==> config.mk <==
export PLATFORM = sky130hd
export DESIGN_NAME = rpn_alu
export DESIGN_NICKNAME = d
export VERILOG_FILES = /design/src/design/rpn_pkg.sv /design/src/design/rpn_alu.sv
export SDC_FILE = /design/constraint.sdc
export NUM_CORES = 1
export LEC_CHECK = 0
export BUFFER_PORTS_ARGS = -buffer_cell sky130_fd_sc_hd__buf_2
export CORE_ASPECT_RATIO = 2
export CORE_MARGIN = 4
export CORE_UTILIZATION = 50
export DETAILED_ROUTE_END_ITERATION = 10
export GPL_TIMING_DRIVEN = 0
export PLACE_DENSITY = 0.69
export SYNTH_ARGS = -nofsm -noshare
export SYNTH_HDL_FRONTEND = slang
export SYNTH_SLANG_ARGS = --single-unit
==> constraint.sdc <==
create_clock -name aclk -period 7.3 [get_ports aclk]
set_clock_uncertainty 0.2 [all_clocks]
set_input_delay 1.095 -clock aclk [delete_from_list [all_inputs] [get_ports aclk]]
set_output_delay 1.095 -clock aclk [all_outputs]
set_load 0.05 [all_outputs]
==> src/design/rpn_pkg.sv <==
// ----------------------------------------------------------------------------
// rpn_pkg: shared types and constants for the postfix evaluator
// Stack sizing, token codes, flag positions and the handshake structs
// between the sequencer, the operand stack and the arithmetic unit.
// ----------------------------------------------------------------------------
package rpn_pkg;

    localparam int DEPTH     = 128;
    localparam int ADDR_W    = $clog2(DEPTH);
    localparam int CNT_W     = $clog2(DEPTH + 1);
    localparam int DATA_W    = 32;
    localparam int FRAC_W    = 16;
    localparam int FUNC_W    = 3;
    localparam int LEFT_W    = 8;
    localparam int DVD_W     = DATA_W + FRAC_W;
    localparam int ITER_W    = $clog2(DVD_W);
    localparam int S_TDATA_W = 40;
    localparam int M_TDATA_W = 48;

    localparam logic [FUNC_W-1:0] FUNC_PUSH   = 3'd0;
    localparam logic [FUNC_W-1:0] FUNC_ADD    = 3'd1;
    localparam logic [FUNC_W-1:0] FUNC_SUB    = 3'd2;
    localparam logic [FUNC_W-1:0] FUNC_MUL    = 3'd3;
    localparam logic [FUNC_W-1:0] FUNC_DIV    = 3'd4;
    localparam logic [FUNC_W-1:0] FUNC_FINISH = 3'd5;

    localparam int FLAG_UNDER = 0;
    localparam int FLAG_OVER  = 1;
    localparam int FLAG_DIV0  = 2;
    localparam int FLAG_SAT   = 3;
    localparam int FLAG_W     = 4;

    localparam logic signed [DATA_W-1:0] Q_MAX = 32'sh7FFF_FFFF;
    localparam logic signed [DATA_W-1:0] Q_MIN = 32'sh8000_0000;

    typedef logic signed [DATA_W-1:0] data_t;
    typedef logic [FUNC_W-1:0]        func_t;
    typedef logic [CNT_W-1:0]         cnt_t;

    typedef struct packed {
        logic push;
        logic pop;
        logic clear;
    } stk_cmd_t;

    typedef struct packed {
        cnt_t count;
        logic empty;
        logic full;
    } stk_stat_t;

    typedef struct packed {
        logic  start;
        func_t op;
    } alu_req_t;

    typedef struct packed {
        logic done;
        logic sat;
        logic div0;
    } alu_rsp_t;

    function automatic logic [LEFT_W-1:0] sat_left(input cnt_t c);
        logic [LEFT_W-1:0] r;
        if (32'(c) > 32'd255) begin
            r = '1;
        end else begin
            r = LEFT_W'(c);
        end
        return r;
    endfunction

endpackage

==> src/design/rpn_alu.sv <==
// ----------------------------------------------------------------------------
// rpn_alu: iterative Q16.16 arithmetic unit
// One shared 34-bit adder serves add and subtract in a single pass,
// shift-add multiply and restoring divide one bit per cycle.
// ----------------------------------------------------------------------------
module rpn_alu (
    input  logic              aclk,
    input  logic              aresetn,
    input  rpn_pkg::alu_req_t req,
    input  rpn_pkg::data_t    a,
    input  rpn_pkg::data_t    b,
    output rpn_pkg::data_t    result,
    output rpn_pkg::alu_rsp_t rsp
);

    localparam logic [2:0] A_IDLE = 3'd0;
    localparam logic [2:0] A_MUL  = 3'd1;
    localparam logic [2:0] A_DIV  = 3'd2;
    localparam logic [2:0] A_FIN  = 3'd3;
    localparam logic [2:0] A_DONE = 3'd4;

    localparam int DW = rpn_pkg::DATA_W;
    localparam int VW = rpn_pkg::DVD_W;

    logic [2:0]                state_reg, state_next;
    rpn_pkg::func_t            op_reg, op_next;
    logic [rpn_pkg::ITER_W-1:0] cnt_reg, cnt_next;
    logic [DW-1:0]             hi_reg, hi_next;
    logic [VW-1:0]             lo_reg, lo_next;
    logic [DW-1:0]             mc_reg, mc_next;
    logic                      neg_reg, neg_next;
    rpn_pkg::data_t            res_reg, res_next;
    logic                      sat_reg, sat_next;
    logic                      dz_reg, dz_next;

    logic [DW+1:0]             add_x, add_y, add_s;
    logic                      add_c;
    logic [DW-1:0]             a_mag, b_mag;
    logic                      last_iter;
    logic signed [2*DW-1:0]    prod_s, round_s, q_s;
    logic [VW-1:0]             qm;

    assign a_mag = a[DW-1] ? (~a + 1'b1) : a;
    assign b_mag = b[DW-1] ? (~b + 1'b1) : b;
    assign add_s = add_x + add_y + (DW+2)'(add_c);

    // shared adder operand select
    always_comb begin
        add_x = '0;
        add_y = '0;
        add_c = 1'b0;
        case (state_reg)
            A_IDLE: begin
                add_x = {{2{a[DW-1]}}, a};
                if (req.op == rpn_pkg::FUNC_SUB) begin
                    add_y = ~{{2{b[DW-1]}}, b};
                    add_c = 1'b1;
                end else begin
                    add_y = {{2{b[DW-1]}}, b};
                end
            end
            A_MUL: begin
                add_x = {2'b00, hi_reg};
                add_y = lo_reg[0] ? {2'b00, mc_reg} : '0;
            end
            A_DIV: begin
                add_x = {1'b0, hi_reg, lo_reg[VW-1]};
                add_y = ~{2'b00, mc_reg};
                add_c = 1'b1;
            end
            default: begin
                add_x = '0;
            end
        endcase
    end

    assign prod_s  = neg_reg ? -$signed({hi_reg, lo_reg[DW-1:0]})
                             : $signed({hi_reg, lo_reg[DW-1:0]});
    assign round_s = prod_s + 64'sd32768;
    assign q_s     = round_s >>> rpn_pkg::FRAC_W;
    assign qm      = lo_reg;

    assign last_iter = (op_reg == rpn_pkg::FUNC_MUL)
                     ? (32'(cnt_reg) == DW - 1) : (32'(cnt_reg) == VW - 1);

    always_comb begin
        state_next = state_reg;
        op_next    = op_reg;
        cnt_next   = cnt_reg;
        hi_next    = hi_reg;
        lo_next    = lo_reg;
        mc_next    = mc_reg;
        neg_next   = neg_reg;
        res_next   = res_reg;
        sat_next   = sat_reg;
        dz_next    = dz_reg;
        case (state_reg)
            A_IDLE: begin
                if (req.start) begin
                    op_next  = req.op;
                    cnt_next = '0;
                    sat_next = 1'b0;
                    dz_next  = 1'b0;
                    neg_next = a[DW-1] ^ b[DW-1];
                    hi_next  = '0;
                    case (req.op)
                        rpn_pkg::FUNC_MUL: begin
                            mc_next    = a_mag;
                            lo_next    = VW'(b_mag);
                            state_next = A_MUL;
                        end
                        rpn_pkg::FUNC_DIV: begin
                            if (b == '0) begin
                                dz_next    = 1'b1;
                                res_next   = a[DW-1] ? rpn_pkg::Q_MIN : rpn_pkg::Q_MAX;
                                state_next = A_DONE;
                            end else begin
                                mc_next    = b_mag;
                                lo_next    = {a_mag, {rpn_pkg::FRAC_W{1'b0}}};
                                state_next = A_DIV;
                            end
                        end
                        default: begin
                            if (add_s[DW] != add_s[DW-1]) begin
                                sat_next = 1'b1;
                                res_next = add_s[DW] ? rpn_pkg::Q_MIN : rpn_pkg::Q_MAX;
                            end else begin
                                res_next = add_s[DW-1:0];
                            end
                            state_next = A_DONE;
                        end
                    endcase
                end
            end
            A_MUL: begin
                hi_next  = add_s[DW:1];
                lo_next  = {lo_reg[VW-1:DW], add_s[0], lo_reg[DW-1:1]};
                cnt_next = cnt_reg + 1'b1;
                if (last_iter) begin
                    state_next = A_FIN;
                end
            end
            A_DIV: begin
                if (!add_s[DW+1]) begin
                    hi_next = add_s[DW-1:0];
                end else begin
                    hi_next = add_x[DW-1:0];
                end
                lo_next  = {lo_reg[VW-2:0], ~add_s[DW+1]};
                cnt_next = cnt_reg + 1'b1;
                if (last_iter) begin
                    state_next = A_FIN;
                end
            end
            A_FIN: begin
                if (op_reg == rpn_pkg::FUNC_MUL) begin
                    if (q_s > 64'sd2147483647) begin
                        sat_next = 1'b1;
                        res_next = rpn_pkg::Q_MAX;
                    end else if (q_s < -64'sd2147483648) begin
                        sat_next = 1'b1;
                        res_next = rpn_pkg::Q_MIN;
                    end else begin
                        res_next = q_s[DW-1:0];
                    end
                end else if (neg_reg) begin
                    if (qm > VW'(48'h0000_8000_0000)) begin
                        sat_next = 1'b1;
                        res_next = rpn_pkg::Q_MIN;
                    end else begin
                        res_next = '0 - qm[DW-1:0];
                    end
                end else begin
                    if (qm > VW'(48'h0000_7FFF_FFFF)) begin
                        sat_next = 1'b1;
                        res_next = rpn_pkg::Q_MAX;
                    end else begin
                        res_next = qm[DW-1:0];
                    end
                end
                state_next = A_DONE;
            end
            A_DONE: begin
                state_next = A_IDLE;
            end
            default: begin
                state_next = A_IDLE;
            end
        endcase
    end

    always_ff @(posedge aclk) begin
        if (!aresetn) begin
            state_reg <= A_IDLE;
        end else begin
            state_reg <= state_next;
        end
        op_reg  <= op_next;
        cnt_reg <= cnt_next;
        hi_reg  <= hi_next;
        lo_reg  <= lo_next;
        mc_reg  <= mc_next;
        neg_reg <= neg_next;
        res_reg <= res_next;
        sat_reg <= sat_next;
        dz_reg  <= dz_next;
    end

    assign result   = res_reg;
    assign rsp.done = (state_reg == A_DONE);
    assign rsp.sat  = sat_reg;
    assign rsp.div0 = dz_reg;

endmodule

==> impl_metrics.ini <==
[placed_design]
dp_slack_ps = -1700
place.gp.congestion = 1.06
io_buffer_count = 101
dpl.hpwl_um = 65200

[layout]
syn2layout_area_growth_pct = 11.4
largest_register_ff_count = 48
drive_above_1_share_pct = 10.9
fin_nets = 2303

[timing]
finalSetupViolCount = 0
max_freq_mhz = 141
finalWorstSetupSlack_ps = 196
worst-slew-pin-transition_ps = 1240
slew_headroom_pct = 16.9
tns_ps = 0
layout_worst_path_cycle_share_pct = 97.3
fin_crit_ps = 7100
hold_viol_final = 0
slew_viol_final = 0
rsz0062_at_grt = no

[floorplan]
dieArea_um2 = 36400
num_io_pins = 105
dieWidth_um = 137
start_util_pct = 50.6
die_h_um = 266
row_count = 94
core_area_um2 = 32800

[synthesis]
synth.most_common_cell = nand2_1
yosysTopAreaCellShare_pct = 28.2
avgSynthCellArea_um2 = 8.06
synth_top_cell_by_area = edfxtp_1
synth-seq-cells = 159
ys_async_sr_fraction_pct = 0
synth-edff-count = 156
syn_inst = 2060
synth.distinct_cells = 91
yosysSeqAreaShare_pct = 28.6
syn_nets = 2172
netlist_top_cells_area = edfxtp_1, xnor2_1, xor2_1, a21oi_1, nand2_1
synth_area_um2 = 16600
synth_commonest_cells = nand2_1, nor2_1, a21oi_1
synth-main-ff-cell = edfxtp_1
synth-warning-count = 0

[route]
vias_per_cell = 6.95
routed_wl_um = 80800
ant_nets = 0
drc = 0
drt_iter0_drc = 2000
first_pass_iters = 6
post_drt_wl_per_cell_um = 30.6
vias = 18326

[setup_path]
start_kind = flip-flop
end_kind = flip-flop
cp.required_ps = 7260
worstReg2RegStart = state_reg[0]$_SDFFE_PN0P_
startpoint = state_reg[0]$_SDFFE_PN0P_
crit_arrival_ps = 7060
criticalPathCategory = reg -> reg
path_max_fanout = 10

[clock_network]
clock_latency_ps = 470
tritoncts = yes
cts.clk_slew.worst_paths_ps = 80
hold_buffers = 0
cts-root-buf = clkbuf_16
clock-sinks = 159
numCtsBuffers = 17
htree_levels = 4
clockBufferDepth = 2

[pwr]
pwr_density_cell_nw_per_um2 = 391
p_total_mw = 7.22
peakVddDrop_mv = 0.260
power.leakage_nw = 6.36

[run_status]
status = completed

[run]
drv_cap = 0

[grt]
grt_overflow = 0
grt_usage_pct = 44.1
grt_max_degree = 33
grt_pass1_vias = 17885
grt_pass1_wl_um = 116000
antenna_found_initial = 0

[min_path]
hold_start = lo_reg[41]$_DFFE_PP_
worstHoldPathType = reg -> reg
## cells in the final DEF, fill, tap and decap left out, types with 17 or more instances in the layout
cell / n
mux2i_1: 77
inv_1: 35
nor3_1: 65
or4_1: 25
o21ai_0: 129
clkbuf_1: 105
o41ai_1: 23
nand2_1: 208
buf_2: 118
nor4_1: 31
a31oi_1: 27
a22oi_1: 31
nand3_1: 42
o22ai_1: 30
or3_1: 29
nand2b_1: 21
xor2_1: 102
ha_1: 40
o31ai_1: 44
nor2_1: 201
a21oi_1: 165
o221ai_1: 45
edfxtp_1: 156
a21o_1: 23
nand4_1: 26
clkbuf_16: 17
a211oi_1: 17
xnor2_1: 106
## routing by layer
layer | vias to the layer above | share of wire [%] | track usage, %
met5 | - | 0 | 0
li1 | 8045 | - | -
met2 | 1271 | 48 | 73.7
met4 | 0 | 13 | 45.0
met3 | 462 | 8.0 | 8.48
met1 | 8548 | 31 | 43.6
## worst max-delay path, cell delays in order (launching register included)
cell and delay (ps):
dfxtp_1 430, inv_1 130, nor2_1 690, clkbuf_1 550
a21oi_1 140, nor2_1 350, ha_1 310, nor2b_1 150
o2111ai_1 270, a21o_1 220, a21oi_1 140, o21ai_0 530
o21ai_1 240, a21oi_1 320, a211oi_1 180, o41ai_1 550
xnor2_2 320, clkbuf_1 670, nor2_1 110, a21oi_1 140
o22ai_1 150
## area by class of cell
class                   count  area, µm²
repair buffers            113        643
inverters                  35        131
fillers                  3110      14300
flip-flops and latches    159       4740
diodes                      1       2.50
clock inverters            15        168
well taps                 432        541
clock buffers              17        425
plain buffers             149        627
multi-input cells        1716      11200
## cells by family (layout without fill, tap and decap cells)
group	count (synthesis)	in the layout	share of synthesized area [%]
AND/OR/NAND/NOR	760	760	23.2
AO/OA/AOI/OAI	627	627	24.8
XOR/XNOR	210	210	11.1
buffers and inverters	185	329	4.48
flip-flops	159	159	28.6
multiplexers	77	77	4.64
adder cells (fa/ha/maj)	42	42	3.26
other	0	1	0
## power breakdown
group / switching (mW) / internal, mW
registers: 0.161 / 1.39
logic: 3.33 / 1.41
clock network: 0.474 / 0.461
## worst paths after layout
check	end	slack (ps)	cells after the start
max	hi_reg[25]$_DFFE_PP_	200	20
min reg2reg	lo_reg[42]$_DFFE_PP_	380	2
max reg2reg	hi_reg[25]$_DFFE_PP_	200	20
min	lo_reg[42]$_DFFE_PP_	380	2
## per-stage QoR
step | hold WS, ps | area [µm²] | utilization [%] | instances
floorplan | 322 | 16600 | - | 2060
global placement | 341 | 17600 | 53.8 | 2593
detailed placement | 355 | 17800 | 54.2 | 2599
CTS | 367 | 18400 | 56.1 | 2632
global route | 419 | 18500 | 56.4 | 2636
finish | 379 | 18500 | 56.4 | 2637
## timing repair
item / in CTS / in global routing
setup endpoints to repair: 65 / 46
cloned: 0 / 0
resized for setup: 12 / 25
buffers inserted: 2 / 4
pin swaps: 1 / 1
Note: power is estimated with default switching activity, not from simulation.
